### src/hdl/brb_pkg.sv
// Shared types, constants and helpers for the byte ring buffer.
`default_nettype none

package brb_pkg;

    localparam int IDX_W     = 10;
    localparam int DEPTH     = 1 << IDX_W;
    localparam int CAP_W     = IDX_W + 1;
    localparam int CNT_W     = 16;
    localparam int MAX_BURST = 64;
    localparam int BURST_W   = $clog2(MAX_BURST + 1);
    localparam int QDEPTH    = 4;
    localparam int QPTR_W    = $clog2(QDEPTH);

    localparam logic [CAP_W-1:0] CAP_MIN = CAP_W'(2);
    localparam logic [CAP_W-1:0] CAP_MAX = CAP_W'(DEPTH);

    typedef enum logic [3:0] {
        CMD_WRITE_BEGIN   = 4'd0,
        CMD_WRITE_DATA    = 4'd1,
        CMD_READ          = 4'd2,
        CMD_PEEK          = 4'd3,
        CMD_WRITE_RESERVE = 4'd4,
        CMD_WRITE_COMMIT  = 4'd5,
        CMD_READ_RESERVE  = 4'd6,
        CMD_DROP          = 4'd7,
        CMD_RESET         = 4'd8
    } brb_cmd_t;

    typedef enum logic [2:0] {
        ST_OK       = 3'd0,
        ST_INVALID  = 3'd1,
        ST_NO_SPACE = 3'd2,
        ST_NO_DATA  = 3'd3,
        ST_NO_WRITE = 3'd4
    } brb_status_t;

    typedef enum logic [1:0] {
        JOB_SINGLE = 2'd0,
        JOB_WRITE  = 2'd1,
        JOB_READ   = 2'd2
    } brb_kind_t;

    // One queued unit of work for the back end
    typedef struct packed {
        brb_kind_t          kind;
        brb_status_t        status;
        logic [IDX_W-1:0]   granted;
        logic [IDX_W-1:0]   span_start;
        logic [IDX_W-1:0]   span_first_len;
        logic [IDX_W-1:0]   span_second_len;
        logic [IDX_W-1:0]   addr;
        logic [7:0]         data;
        logic [BURST_W-1:0] rd_count;
        logic [IDX_W-1:0]   w_after;
        logic [IDX_W-1:0]   r_after;
    } brb_job_t;

    typedef struct packed {
        brb_status_t      status;
        logic [7:0]       data_out;
        logic [IDX_W-1:0] granted;
        logic [IDX_W-1:0] span_start;
        logic [IDX_W-1:0] span_first_len;
        logic [IDX_W-1:0] span_second_len;
        logic [IDX_W-1:0] used_bytes;
        logic [IDX_W-1:0] free_bytes;
        logic             last;
    } brb_result_t;

    // Input tdata layout, lowest field last
    typedef struct packed {
        logic [6:0]       pad;
        logic [7:0]       data_in;
        logic             force_req;
        logic [CNT_W-1:0] count;
    } brb_in_word_t;

    // Output tdata layout, lowest field last
    typedef struct packed {
        logic             pad;
        logic [IDX_W-1:0] free_bytes;
        logic [IDX_W-1:0] used_bytes;
        logic [IDX_W-1:0] span_second_len;
        logic [IDX_W-1:0] span_first_len;
        logic [IDX_W-1:0] span_start;
        logic [IDX_W-1:0] granted;
        logic [7:0]       data_out;
        logic [2:0]       status;
    } brb_out_word_t;

    function automatic logic [CAP_W-1:0] brb_clamp_cap(input logic [CAP_W-1:0] v);
        logic [CAP_W-1:0] c;
        begin
            c = v;
            if (c < CAP_MIN) c = CAP_MIN;
            if (c > CAP_MAX) c = CAP_MAX;
            return c;
        end
    endfunction

    // idx < cap and step <= cap, so one conditional subtract wraps
    function automatic logic [IDX_W-1:0] brb_wrap(input logic [IDX_W-1:0] idx,
                                                  input logic [IDX_W-1:0] step,
                                                  input logic [CAP_W-1:0] cap);
        logic [CAP_W:0] s;
        begin
            s = {2'b00, idx} + {2'b00, step};
            if (s >= {1'b0, cap}) s = s - {1'b0, cap};
            return s[IDX_W-1:0];
        end
    endfunction

    function automatic logic [IDX_W-1:0] brb_used(input logic [IDX_W-1:0] w,
                                                  input logic [IDX_W-1:0] r,
                                                  input logic [CAP_W-1:0] cap);
        logic [CAP_W-1:0] d;
        begin
            if (w >= r) d = {1'b0, w} - {1'b0, r};
            else        d = {1'b0, w} + cap - {1'b0, r};
            return d[IDX_W-1:0];
        end
    endfunction

    function automatic logic [IDX_W-1:0] brb_free(input logic [IDX_W-1:0] used,
                                                  input logic [CAP_W-1:0] cap);
        logic [CAP_W-1:0] d;
        begin
            d = cap - CAP_W'(1) - {1'b0, used};
            return d[IDX_W-1:0];
        end
    endfunction

endpackage

`default_nettype wire

### src/hdl/brb_queue.sv
// Short job FIFO between the front and back ends.
`default_nettype none

module brb_queue
    import brb_pkg::*;
(
    input  wire logic     clk,
    input  wire logic     rst_n,
    input  wire logic     push,
    input  wire brb_job_t push_job,
    output logic          full,
    input  wire logic     pop,
    output logic          head_valid,
    output brb_job_t      head_job
);

    brb_job_t          slot_reg [QDEPTH];
    logic [QPTR_W-1:0] wr_ptr_reg, rd_ptr_reg;
    logic [QPTR_W:0]   fill_reg;

    assign full       = fill_reg == (QPTR_W+1)'(QDEPTH);
    assign head_valid = fill_reg != '0;
    assign head_job   = slot_reg[rd_ptr_reg];

    always_ff @(posedge clk)
    begin
        if (push) slot_reg[wr_ptr_reg] <= push_job;
    end

    always_ff @(posedge clk or negedge rst_n)
    begin
        if (!rst_n)
        begin
            wr_ptr_reg <= '0;
            rd_ptr_reg <= '0;
            fill_reg   <= '0;
        end
        else
        begin
            if (push) wr_ptr_reg <= wr_ptr_reg + QPTR_W'(1);
            if (pop)  rd_ptr_reg <= rd_ptr_reg + QPTR_W'(1);
            case ({push, pop})
                2'b10:   fill_reg <= fill_reg + (QPTR_W+1)'(1);
                2'b01:   fill_reg <= fill_reg - (QPTR_W+1)'(1);
                default: fill_reg <= fill_reg;
            endcase
        end
    end

endmodule

`default_nettype wire

### config.mk
export PLATFORM = sky130hd
export DESIGN_NAME = brb_queue
export DESIGN_NICKNAME = d
export VERILOG_FILES = /design/src/hdl/brb_pkg.sv /design/src/hdl/brb_queue.sv
export SDC_FILE = /design/constraint.sdc
export NUM_CORES = 1
export LEC_CHECK = 0
export BUFFER_PORTS_ARGS = -buffer_cell sky130_fd_sc_hd__buf_2
export CORE_UTILIZATION = 35
export DETAILED_ROUTE_END_ITERATION = 6
export GPL_TIMING_DRIVEN = 0
export HOLD_SLACK_MARGIN = 0.06
export PLACE_DENSITY_LB_ADDON = 0.2
export REMOVE_ABC_BUFFERS = 1
export SYNTH_ARGS = -nofsm -noshare
export SYNTH_HDL_FRONTEND = slang
export SYNTH_SLANG_ARGS = --single-unit
### constraint.sdc
create_clock -name clk -period 7.4 [get_ports clk]
set_input_delay 1.48 -clock clk [delete_from_list [all_inputs] [get_ports clk]]
set_output_delay 1.48 -clock clk [all_outputs]
set_load 0.005 [all_outputs]
==> summary.md <==
| Metric | Value |
|---|---|
| Hold path endpoint | fill_reg[2]$_DFFE_PN0P_ |
| Largest stage delay, worst path | 0.90 ns |
| Register area share after synthesis | between 80% and 90% |
| Buf/Inv on CP | 2 |
| Final instance area | 16300 sq um |
| Fmax | 247 MHz |
| Warnings from Yosys | 0 |
| WHS Path Cells | 1 |
| Die Width | 198 microns |
| WL/cell | 20.2 microns |
| I/O Buffers | approximately 190 |
| Slew Limit Fails | 0 |
| RSZ-0062 raised after global routing | no |
| Leak Pwr | 5.53 nW |
| Startpoint Class | flop |
| PostCTS Resize Cnt | 0 |
| Crit Path Max Fanout | 37 |
| Post-Synthesis Cell Area | 13400 sq um |
| DIE AREA | between 30000 and 40000 sq um |
| R2r worst-path depth | 5 |
| Setup bufs post-CTS | 0 |
| TNS Setup | 0 ns |
| Longest Clk Path Bufs | 3 |
| Initial Util | 35.6% |
| Peak VDD IR | 0.220 mV |
| GRT Total Usage | 13.5% |
| Number of CTS-inserted buffers | a little over 40 |
| CP max stage cell | dfrtp_4 |
| Post-route DRC | 0 |
| WS Path Type | flop to primary output |
| Drt total wl | 25600 microns |
| RR Startpoint | wr_ptr_reg[0]$_DFFE_PN0P_ |
| Post-synth EDFFs | 360 |
| Fin crit share | a little over half |
| Avg Vias per Cell | 4.68 |
| Dpl cell area | 15100 sq um |
| Hold_sp | fill_reg[2]$_DFFE_PN0P_ |
| Share of layout cells above drive strength 1 | 45.6% |
| Hold_ws | 0.496 ns |
| CTS Hold Bufs | 0 |
| Final hold vios | 0 |
| First-pass GRT wire length | 38700 microns |
| Initial antenna violation count | 2 |
| CP Data Arrival Time | 2.56 ns |
| Io pins | 186 |
| Crit path capture type | primary output |
| Iter 0 DRT Violations | 229 |
| GRT Residual Overflow | 0 |
| Reg clk slew, reported paths | 0.05 ns |
| Vias in the first global route | 6525 |
| Max reg flops | 360 |
| Async S/R FF share, synth | 1.91% |
| Hold Crit Class | flop to flop |
| Dpl hpwl | 15400 microns |
| Commonest register cell after synthesis | edfxtp_1 |
| R2r setup slk | 5.36 ns |
| Number of nets with antenna violations after routing | 0 |
| Max Cap Violations | 0 |
| Syn avg cell area | between 20 and 30 sq um |
| Worst flop-to-flop path endpoint | slot_reg[2][55]$_DFFE_PP_ |
| Post-layout min period | 4.04 ns |
| PwrDens | a little under 400 nW/um^2 |
| Largest net degree at the start of global routing | 47 |
| Worst path cell trace | buf_16, mux4_2, buf_2 |
| CTS H-tree lvls | 2 |
| Synth-to-Final Area Change | 21.7% |
| CTS Sinks | 367 |
| Worst Setup SP | rd_ptr_reg[0]$_DFFE_PN0P_ |
| TritonCTS clock tree | done |
| Clock Tree Root | clkbuf_16 |
| Clk_lat worst skew | 0.54 ns |
| Nets@finish | 825 |
| Worst-Margin Slew | 0.778 ns |
| CP top delay family | flip-flops |
| Core ar. | 37700 sq um |
| Yosys cell types | 18 |
| Placer congestion estimate | 0.689 |
| Status | finished clean |
| Cell count after synthesis | 506 |
| Filler cells | 3319 |
| Drt first pass iters | 4 |
| Number of placement rows | 71 |
| DIE HEIGHT | 198 microns |
| Clock skew | a little under 0.01 ns |
| Max_slew headroom | 48.1% |
| Routed vias | 5945 |
| Final setup violation count | 0 |
| Synth Register Bits | 367 |
| Worst path required time | a little under 6 ns |
metal layers:
layer | global-route usage (%) | up-vias | routed length [microns]
li1 | - | 2618 | -
met1 | 16.6 | 3106 | 10600
met2 | 22.4 | 165 | 12900
met3 | 3.72 | 54 | 1510
met4 | 5.63 | 2 | 656
met5 | 0 | - | 14
per-stage QoR:
step	cells	setup slack, ns	power [mW]	utilization [%]
final	1269	3.36	6.40	43.3
after global routing	1268	3.19	6.72	43.3
after CTS	1268	3.25	6.54	43.3
after detailed placement	1193	3.86	4.64	40.0
after global placement	1182	-0.0830	4.75	39.3
after floorplan	486	1.70	3.94	-
synth_stat cells (2+ instances only):
library cell  instances  area share (%)
mux4_2               90              15
xor2_1                4            0.26
buf_2                10            0.37
buf_6                 9            0.76
xnor2_1               2            0.13
and2_1                4            0.19
nand2_1               2           0.056
dfrtp_1               7             1.3
inv_1                 6            0.17
edfxtp_1            360              81
ha_1                  5            0.47
cells by family after synthesis:
kind of cell	synth area share, %
flops	82.0
mux	15.2
buf+inv	1.35
simple gates	0.364
xor+xnor	0.392
fa+ha+maj	0.617
compound gates	0.0373
worst reg2reg max path: cells and delay by family, from the launching register on:
family                     cells  cell delay [ns]
adders and majority gates      1             0.14
buffers and inverters          3             0.69
DFF                            1             0.42
and+or+nand+nor                1             0.45
how the worst max path moves through the flow:
stage,cells past startpoint,slack [ns],endpoint
after CTS,3,3.25,head_job[78]
final,3,3.36,head_job[78]
after floorplan,1,1.70,head_job[0]
after global placement,2,-0.08,head_job[41]
after global routing,3,3.19,head_job[32]
after detailed placement,3,3.86,head_job[78]
layout by cell type, fill, tap and decap left out:
cell type and count:
and2_4 4, buf_12 9, buf_2 185, nand2_1 2, dfrtp_4 2, xor2_1 4, clkbuf_16 43, clkinv_1 8
and3_1 1, dfrtp_1 5, clkbuf_1 14, clkinv_4 1, fa_1 1, or3_1 1, xnor2_1 2, bufinv_16 1
inv_1 6, edfxtp_1 360, mux2i_1 1, inv_6 2, buf_16 2, diode_2 1, o21ai_0 1, ha_1 5
mux4_2 90, clkinv_2 6, nor2_1 1
report_power, final:
group | internal [mW] | switching, mW | total [mW] | leakage [nW]
clock network | 1.10 | 0.771 | 1.87 | 0.610
logic | 0.846 | 0.767 | 1.61 | 1.54
registers | 2.72 | 0.197 | 2.91 | 3.39
cell type report:
class,instances,area [sq um],share of cell area (%)
flip-flops and latches,367,11000,67.4
multi-input cells,113,2240,13.7
repair buffers,196,1160,7.12
clock buffers,57,1130,6.92
well taps,511,639,3.92
clock inverters,18,116,0.714
inverters,6,22.5,0.138
diodes,1,2.50,0.0154
Note: power is estimated with default switching activity, not from simulation.
