## src/hdl/brb_pkg.sv

```systemverilog
// Shared types, constants and helpers for the byte ring buffer.
`default_nettype none

package brb_pkg;

    localparam int IDX_W     = 10;
    localparam int DEPTH     = 1 << IDX_W;
    localparam int CAP_W     = IDX_W + 1;
    localparam int CNT_W     = 16;
    localparam int MAX_BURST = 64;
    localparam int BURST_W   = $clog2(MAX_BURST + 1);
    localparam int QDEPTH    = 4;
    localparam int QPTR_W    = $clog2(QDEPTH);

    localparam logic [CAP_W-1:0] CAP_MIN = CAP_W'(2);
    localparam logic [CAP_W-1:0] CAP_MAX = CAP_W'(DEPTH);

    typedef enum logic [3:0] {
        CMD_WRITE_BEGIN   = 4'd0,
        CMD_WRITE_DATA    = 4'd1,
        CMD_READ          = 4'd2,
        CMD_PEEK          = 4'd3,
        CMD_WRITE_RESERVE = 4'd4,
        CMD_WRITE_COMMIT  = 4'd5,
        CMD_READ_RESERVE  = 4'd6,
        CMD_DROP          = 4'd7,
        CMD_RESET         = 4'd8
    } brb_cmd_t;

    typedef enum logic [2:0] {
        ST_OK       = 3'd0,
        ST_INVALID  = 3'd1,
        ST_NO_SPACE = 3'd2,
        ST_NO_DATA  = 3'd3,
        ST_NO_WRITE = 3'd4
    } brb_status_t;

    typedef enum logic [1:0] {
        JOB_SINGLE = 2'd0,
        JOB_WRITE  = 2'd1,
        JOB_READ   = 2'd2
    } brb_kind_t;

    // One queued unit of work for the back end
    typedef struct packed {
        brb_kind_t          kind;
        brb_status_t        status;
        logic [IDX_W-1:0]   granted;
        logic [IDX_W-1:0]   span_start;
        logic [IDX_W-1:0]   span_first_len;
        logic [IDX_W-1:0]   span_second_len;
        logic [IDX_W-1:0]   addr;
        logic [7:0]         data;
        logic [BURST_W-1:0] rd_count;
        logic [IDX_W-1:0]   w_after;
        logic [IDX_W-1:0]   r_after;
    } brb_job_t;

    typedef struct packed {
        brb_status_t      status;
        logic [7:0]       data_out;
        logic [IDX_W-1:0] granted;
        logic [IDX_W-1:0] span_start;
        logic [IDX_W-1:0] span_first_len;
        logic [IDX_W-1:0] span_second_len;
        logic [IDX_W-1:0] used_bytes;
        logic [IDX_W-1:0] free_bytes;
        logic             last;
    } brb_result_t;

    // Input tdata layout, lowest field last
    typedef struct packed {
        logic [6:0]       pad;
        logic [7:0]       data_in;
        logic             force_req;
        logic [CNT_W-1:0] count;
    } brb_in_word_t;

    // Output tdata layout, lowest field last
    typedef struct packed {
        logic             pad;
        logic [IDX_W-1:0] free_bytes;
        logic [IDX_W-1:0] used_bytes;
        logic [IDX_W-1:0] span_second_len;
        logic [IDX_W-1:0] span_first_len;
        logic [IDX_W-1:0] span_start;
        logic [IDX_W-1:0] granted;
        logic [7:0]       data_out;
        logic [2:0]       status;
    } brb_out_word_t;

    function automatic logic [CAP_W-1:0] brb_clamp_cap(input logic [CAP_W-1:0] v);
        logic [CAP_W-1:0] c;
        begin
            c = v;
            if (c < CAP_MIN) c = CAP_MIN;
            if (c > CAP_MAX) c = CAP_MAX;
            return c;
        end
    endfunction

    // idx < cap and step <= cap, so one conditional subtract wraps
    function automatic logic [IDX_W-1:0] brb_wrap(input logic [IDX_W-1:0] idx,
                                                  input logic [IDX_W-1:0] step,
                                                  input logic [CAP_W-1:0] cap);
        logic [CAP_W:0] s;
        begin
            s = {2'b00, idx} + {2'b00, step};
            if (s >= {1'b0, cap}) s = s - {1'b0, cap};
            return s[IDX_W-1:0];
        end
    endfunction

    function automatic logic [IDX_W-1:0] brb_used(input logic [IDX_W-1:0] w,
                                                  input logic [IDX_W-1:0] r,
                                                  input logic [CAP_W-1:0] cap);
        logic [CAP_W-1:0] d;
        begin
            if (w >= r) d = {1'b0, w} - {1'b0, r};
            else        d = {1'b0, w} + cap - {1'b0, r};
            return d[IDX_W-1:0];
        end
    endfunction

    function automatic logic [IDX_W-1:0] brb_free(input logic [IDX_W-1:0] used,
                                                  input logic [CAP_W-1:0] cap);
        logic [CAP_W-1:0] d;
        begin
            d = cap - CAP_W'(1) - {1'b0, used};
            return d[IDX_W-1:0];
        end
    endfunction

endpackage

`default_nettype wire

```

## src/hdl/brb_front.sv

```systemverilog
// Front end: decodes commands, owns the indices and open-write state, issues jobs.
`default_nettype none

module brb_front
    import brb_pkg::*;
(
    input  wire logic             clk,
    input  wire logic             rst_n,
    input  wire logic             item_valid,
    output logic                  item_ready,
    input  wire logic [3:0]       command,
    input  wire logic [CNT_W-1:0] count,
    input  wire logic             force_req,
    input  wire logic [7:0]       data_in,
    input  wire logic             cfg_valid,
    output logic                  cfg_ready,
    input  wire logic [CAP_W-1:0] cfg_data,
    input  wire logic             q_full,
    output logic                  q_push,
    output brb_job_t              q_job,
    output logic [CAP_W-1:0]      cap
);

    logic [CAP_W-1:0] cap_reg;
    logic [IDX_W-1:0] r_reg, r_next;
    logic [IDX_W-1:0] w_reg, w_next;
    logic [IDX_W-1:0] left_reg, left_next;
    logic [IDX_W-1:0] off_reg, off_next;
    logic             auto_reg, auto_next;

    logic [IDX_W-1:0] used, room, g_room, g_used, g;
    logic             gt_room, gt_used;
    logic [CAP_W-1:0] wtail, rtail;
    logic [IDX_W-1:0] wn1, wn2, rn1, rn2;
    brb_job_t         job;

    assign cap        = cap_reg;
    assign cfg_ready  = 1'b1;
    assign item_ready = !q_full;
    assign q_push     = item_valid && item_ready;
    assign q_job      = job;

    assign used    = brb_used(w_reg, r_reg, cap_reg);
    assign room    = brb_free(used, cap_reg);
    assign gt_room = count > {{(CNT_W-IDX_W){1'b0}}, room};
    assign gt_used = count > {{(CNT_W-IDX_W){1'b0}}, used};
    assign g_room  = gt_room ? room : count[IDX_W-1:0];
    assign g_used  = gt_used ? used : count[IDX_W-1:0];

    // write region splits at the end of the store; a zero read index costs one slot
    assign wtail = cap_reg - {1'b0, w_reg} - ((r_reg == '0) ? CAP_W'(1) : CAP_W'(0));
    assign wn1   = (w_reg < r_reg || {1'b0, g_room} < wtail) ? g_room : wtail[IDX_W-1:0];
    assign wn2   = g_room - wn1;
    assign rtail = cap_reg - {1'b0, r_reg};
    assign rn1   = (r_reg < w_reg || {1'b0, g_used} < rtail) ? g_used : rtail[IDX_W-1:0];
    assign rn2   = g_used - rn1;

    always_comb
    begin
        r_next    = r_reg;
        w_next    = w_reg;
        left_next = left_reg;
        off_next  = off_reg;
        auto_next = auto_reg;
        g         = '0;
        job       = '0;
        job.kind  = JOB_SINGLE;
        job.status = ST_OK;
        job.data  = data_in;

        unique case (brb_cmd_t'(command)) inside
            CMD_WRITE_BEGIN:
            begin
                if (count == '0)                job.status = ST_INVALID;
                else if (gt_room && !force_req) job.status = ST_NO_SPACE;
                else
                begin
                    g = g_room;
                    if (g != '0)
                    begin
                        left_next = g;
                        off_next  = '0;
                        auto_next = 1'b1;
                    end
                end
            end
            CMD_WRITE_DATA:
            begin
                if (left_reg == '0) job.status = ST_NO_WRITE;
                else
                begin
                    job.kind  = JOB_WRITE;
                    job.addr  = brb_wrap(w_reg, off_reg, cap_reg);
                    g         = IDX_W'(1);
                    off_next  = off_reg + IDX_W'(1);
                    left_next = left_reg - IDX_W'(1);
                    if (left_reg == IDX_W'(1) && auto_reg)
                    begin
                        w_next    = brb_wrap(w_reg, off_reg + IDX_W'(1), cap_reg);
                        left_next = '0;
                        off_next  = '0;
                        auto_next = 1'b0;
                    end
                end
            end
            CMD_READ, CMD_PEEK:
            begin
                if (count == '0 || count > CNT_W'(MAX_BURST)) job.status = ST_INVALID;
                else if (gt_used && !force_req)                 job.status = ST_NO_DATA;
                else
                begin
                    g = g_used;
                    if (g != '0)
                    begin
                        job.kind     = JOB_READ;
                        job.addr     = r_reg;
                        job.rd_count = g[BURST_W-1:0];
                        if (brb_cmd_t'(command) == CMD_READ)
                            r_next = brb_wrap(r_reg, g, cap_reg);
                    end
                end
            end
            CMD_WRITE_RESERVE:
            begin
                if (gt_room && !force_req) job.status = ST_NO_SPACE;
                else if (g_room == '0)
                begin
                    left_next = '0;
                    off_next  = '0;
                    auto_next = 1'b0;
                end
                else
                begin
                    g                   = g_room;
                    job.span_start      = w_reg;
                    job.span_first_len  = wn1;
                    job.span_second_len = wn2;
                    left_next           = g_room;
                    off_next            = '0;
                    auto_next           = 1'b0;
                end
            end
            CMD_READ_RESERVE:
            begin
                if (gt_used && !force_req) job.status = ST_NO_DATA;
                else if (g_used != '0)
                begin
                    g                   = g_used;
                    job.span_start      = r_reg;
                    job.span_first_len  = rn1;
                    job.span_second_len = rn2;
                end
            end
            CMD_WRITE_COMMIT:
            begin
                if (gt_room) job.status = ST_NO_SPACE;
                else
                begin
                    g         = count[IDX_W-1:0];
                    w_next    = brb_wrap(w_reg, count[IDX_W-1:0], cap_reg);
                    left_next = '0;
                    off_next  = '0;
                    auto_next = 1'b0;
                end
            end
            CMD_DROP:
            begin
                if (gt_used && !force_req) job.status = ST_NO_DATA;
                else
                begin
                    g      = g_used;
                    r_next = brb_wrap(r_reg, g_used, cap_reg);
                end
            end
            CMD_RESET:
            begin
                r_next    = '0;
                w_next    = '0;
                left_next = '0;
                off_next  = '0;
                auto_next = 1'b0;
            end
            default:
            begin
                job.status = ST_INVALID;
            end
        endcase

        job.granted = g;
        job.w_after = w_next;
        job.r_after = r_next;
    end

    always_ff @(posedge clk or negedge rst_n)
    begin
        if (!rst_n)
        begin
            cap_reg  <= CAP_MAX;
            r_reg    <= '0;
            w_reg    <= '0;
            left_reg <= '0;
            off_reg  <= '0;
            auto_reg <= 1'b0;
        end
        else if (cfg_valid && cfg_ready)
        begin
            cap_reg  <= brb_clamp_cap(cfg_data);
            r_reg    <= '0;
            w_reg    <= '0;
            left_reg <= '0;
            off_reg  <= '0;
            auto_reg <= 1'b0;
        end
        else if (q_push)
        begin
            r_reg    <= r_next;
            w_reg    <= w_next;
            left_reg <= left_next;
            off_reg  <= off_next;
            auto_reg <= auto_next;
        end
    end

endmodule

`default_nettype wire

```

## config.mk

```make
export PLATFORM = sky130hd
export DESIGN_NAME = brb_front
export DESIGN_NICKNAME = d
export VERILOG_FILES = /design/src/hdl/brb_pkg.sv /design/src/hdl/brb_front.sv
export SDC_FILE = /design/constraint.sdc
export NUM_CORES = 1
export LEC_CHECK = 0
export BUFFER_PORTS_ARGS = -buffer_cell sky130_fd_sc_hd__buf_2
export CORE_UTILIZATION = 56
export CTS_CLUSTER_SIZE = 30
export DETAILED_ROUTE_END_ITERATION = 12
export GPL_ROUTABILITY_DRIVEN = 0
export PLACE_DENSITY = 0.85
export SLEW_MARGIN = 10
export SYNTH_ARGS = -nofsm -noshare
export SYNTH_HDL_FRONTEND = slang
export SYNTH_SLANG_ARGS = --single-unit
```

## constraint.sdc

```tcl
create_clock -name clk -period 19.3 [get_ports clk]
set_input_delay 4.825 -clock clk [delete_from_list [all_inputs] [get_ports clk]]
set_output_delay 4.825 -clock clk [all_outputs]
set_load 0.005 [all_outputs]
```

==> parameters.txt <==
Parameter                              Value

Pwr
  PwrDens ... about 120 nW/um^2
  Leak pwr ... ~6.9 nW
  Final Power ... ~0.0018 W
  Maximum vdd drop ... 78.4 uV

Job
  Number of maximum-capacitance violations ... 0

Place
  Placed Cells ... 2,160
  PortBufs ... around 130
  Half-perimeter wire length of the detailed placement result ... ~38,000 um

Clocking
  TritonCTS clock tree ... built
  Maximum number of buffers from clock root to sink ... 2
  CTS clk-pin slew, worst paths ... roughly 0.060 ns
  Number of setup buffers added after CTS ... 0
  H-Tree Depth ... 2
  Hold bufs inserted after CTS ... 0
  Cell chosen for the clock root ... clkbuf_16
  Number of buffers created by CTS ... 5
  Count of instances resized after the clock tree is built ... 0
  Number of clock sinks ... 52
  Clock Latency Late Sink ... around 0.32 ns

Yosys
  Post-synth top flop ... dfrtp_1
  Proportion of synthesized chip area in sequential cells ... under 10%
  Cells after synthesis ... 1,755
  Post-synth EDFFs ... 0
  Average size of a mapped cell ... 7.50 um^2
  Mapped Nets ... 2,017
  Register bit total from synthesis ... 52
  FFs w/ async S/R, synth ... 100%
  Netlist cell types ... between 90 and 100
  Post-synth design cell area ... about 13,000 um^2
  Syn. warnings ... 0

Timing
  Final setup fails ... 0
  Crit path time final ... between 15 and 20 ns
  Period utilisation layout ... 90.9%
  Worst clock skew on the final layout ... approximately 0.015 ns
  Final-report max-slew violation count ... 0
  Max_slew headroom ... a little over a fifth
  Highest clock rate ... around 57 MHz
  Final Hold Fails ... 0
  RSZ-0062 raised after global routing ... no
  Transition time of the tightest slew-check pin ... 1.17 ns
  TNS Setup ... 0 ns

Worst setup path
  Worst reg2reg path endpoint ... r_reg[7]
  Worst reg2reg path startpoint ... w_reg[1]
  Gate family responsible for the most delay along the worst path ... compound AO/OA/AOI/OAI gates
  Kind of launch point of the worst setup path ... input pin
  Critical Path Most Common Cell ... a21o_1
  Number of cells on the worst reg-to-reg path ... 38
  Critical path required time ... 14.48 ns
  Critical-path top delay cell ... o21ai_1
  Setup CP Type ... input pin to output pin
  Register-to-Register Setup Slack ... 8.48 ns
  Delay contributed by the slowest stage of the critical path ... between 0.5 and 0.6 ns
  Arrival time of the worst setup path ... ~13 ns
  Crit end category ... output pin
  Critical-path maximum fanout ... 12
  CP bufs+invs ... 4

GRT
  Largest net degree at the start of global routing ... between 50 and 60
  Final global-route overflow total ... 0
  Tot GR Track Use ... between 30% and 40%
  Antenna violations before repair ... 3
  First-pass GRT wire length ... around 74,000 um
  Number of global-route vias before repair ... between 10,000 and 15,000

Cells and area
  Flip-flop count of the largest register, all copies and words added ... 11
  Synth-to-layout area growth ... 8.13%
  Sequential Area ... between 1000 and 1500 um^2
  Number of standard cells in the final layout excluding fillers ... 2,172
  Fill count ... around 2,000
  Share of final-layout standard cells stronger than drive strength 1 ... 13.2%
  Footprint of the multi-input gates ... 10,800 um^2
  Final core occ ... 62.3%
  # nets final ... 2,116

Routing
  Vias ... 14,803
  Starting DRC count in detailed routing ... approximately 2,100
  DR vias/cell ... 6.82
  Routed Antenna Nets ... 0
  Total length of routed wires ... around 49,000 um
  First drt pass iteration count ... 12
  DR DRC count ... 0
  Average detailed-routed wire length per instance ... 22.4 um

Floorplanning
  Starting utilization of the core area ... 57.6%
  Floorplan die area ... 24,100 um^2
  Count of boundary I/O pins ... between 100 and 150
  Total core area ... between 20,000 and 25,000 um^2
  Die Width ... 155 um
  Die span in y ... about 160 um
  Num rows ... 55

Hold path
  Hold EP ... left_reg[5]
  Start point of the worst min-delay path ... left_reg[5]
  Worst hold stages ... 2
  Hold/Removal Path Class ... flip-flop to flip-flop

Outcome
  Result of the run ... completed
==> cells by family after synthesis <==
family / Yosys count / share of synthesized area, %
AOI/OAI and AO/OA: 530 / 27.3
xor gates and xnor gates: 107 / 7.12
adders and majority gates: 224 / 22.5
buffers and inverters: 259 / 8.09
DFF: 52 / 9.89
muxes: 66 / 5.33
other: 1 / 0.0285
and+or+nand+nor: 516 / 19.8
==> cell type report <==
| class | count | share of cell area, % |
|---|---|---|
| multi-input cells | 1444 | 75.9 |
| flip-flops and latches | 52 | 9.15 |
| repair buffers | 154 | 5.82 |
| inverters | 197 | 5.19 |
| well taps | 313 | 2.75 |
| clock buffers | 7 | 0.932 |
| clock inverters | 1 | 0.211 |
| diodes | 4 | 0.0703 |
==> power by group <==
part	internal, W	leakage [nW]	switching [W]
Combinational	0.000613	6.15	0.000899
Clock	0.0000617	0.0781	0.0000476
Sequential	0.000117	0.703	0.0000178
==> per-layer routing <==
layer  vias up  share of wire, %  global-route usage [%]
met5         -                 0                       0
met3       327                15                    11.8
met2      1153                42                    60.3
met4         0               7.7                    27.4
li1       6568                 -                       -
met1      6755                36                    47.8
==> synthesized netlist by cell type (11+ instances only) <==
library cell    n  area [um^2]
a21boi_0       15          113
a21o_1         37          278
a21oi_1       108          541
a22oi_1        14          105
a311oi_1       11         96.3
and3_1         13         81.3
buf_2          12         60.1
clkbuf_1       29          109
dfrtp_1        51         1280
fa_1           23          460
ha_1          194         2430
inv_1         197          739
mux2_2         28          315
mux2i_1        36          360
nand2_1       126          473
nand2b_1       20          125
nand3_1        52          260
nand4_1        20          125
nor2_1        127          477
nor2b_1        30          188
nor3_1         32          160
nor4_1         17          106
o211ai_1       33          248
o21a_1         19          143
o21ai_0       104          521
o21ai_1        18         90.1
o21bai_1       18          135
o22ai_1        34          213
xnor2_1        74          648
xor2_1         33          289
==> metrics by stage <==
stage | instance area (um^2) | setup WS [ns] | hold slack, ns
CTS | 14200 | 2.08 | 0.563
finish | 14200 | 1.76 | 0.558
global route | 14200 | 1.30 | 0.595
global placement | 14100 | 2.47 | 0.531
detailed placement | 14100 | 2.14 | 0.544
floorplan | 13200 | 3.57 | 0.507
==> worst max-delay path by stage <==
stage               cells past startpoint  startpoint  slack, ns   endpoint
finish                                 36    count[5]       1.76  q_job[54]
global route                           36    count[5]       1.30  q_job[54]
CTS                                    36    count[5]       2.08  q_job[54]
detailed placement                     36    count[5]       2.14  q_job[54]
global placement                       36    count[5]       2.47  q_job[54]
floorplan                              35    count[5]       3.57  q_job[54]
==> worst min-delay path: cells and delay by family, from the launching register on <==
kind	cells	cell delay, ns
DFF	1	0.37
and+or+nand+nor	1	0.09
AOI/OAI and AO/OA	1	0.06
==> cells in the final DEF (no fill, tap or decap), types with 18 or more instances in the layout <==
cell type  count
inv_1        197
ha_1         194
buf_2        131
nor2_1       127
nand2_1      126
a21oi_1      108
o21ai_0      104
xnor2_1       74
nand3_1       52
dfrtp_1       51
a21o_1        37
mux2i_1       36
o22ai_1       34
o211ai_1      33
xor2_1        33
nor3_1        32
nor2b_1       30
mux2_2        28
fa_1          23
buf_4         23
nand4_1       20
nand2b_1      20
o21a_1        19
o21bai_1      18
(Power assumes the default switching activity.)
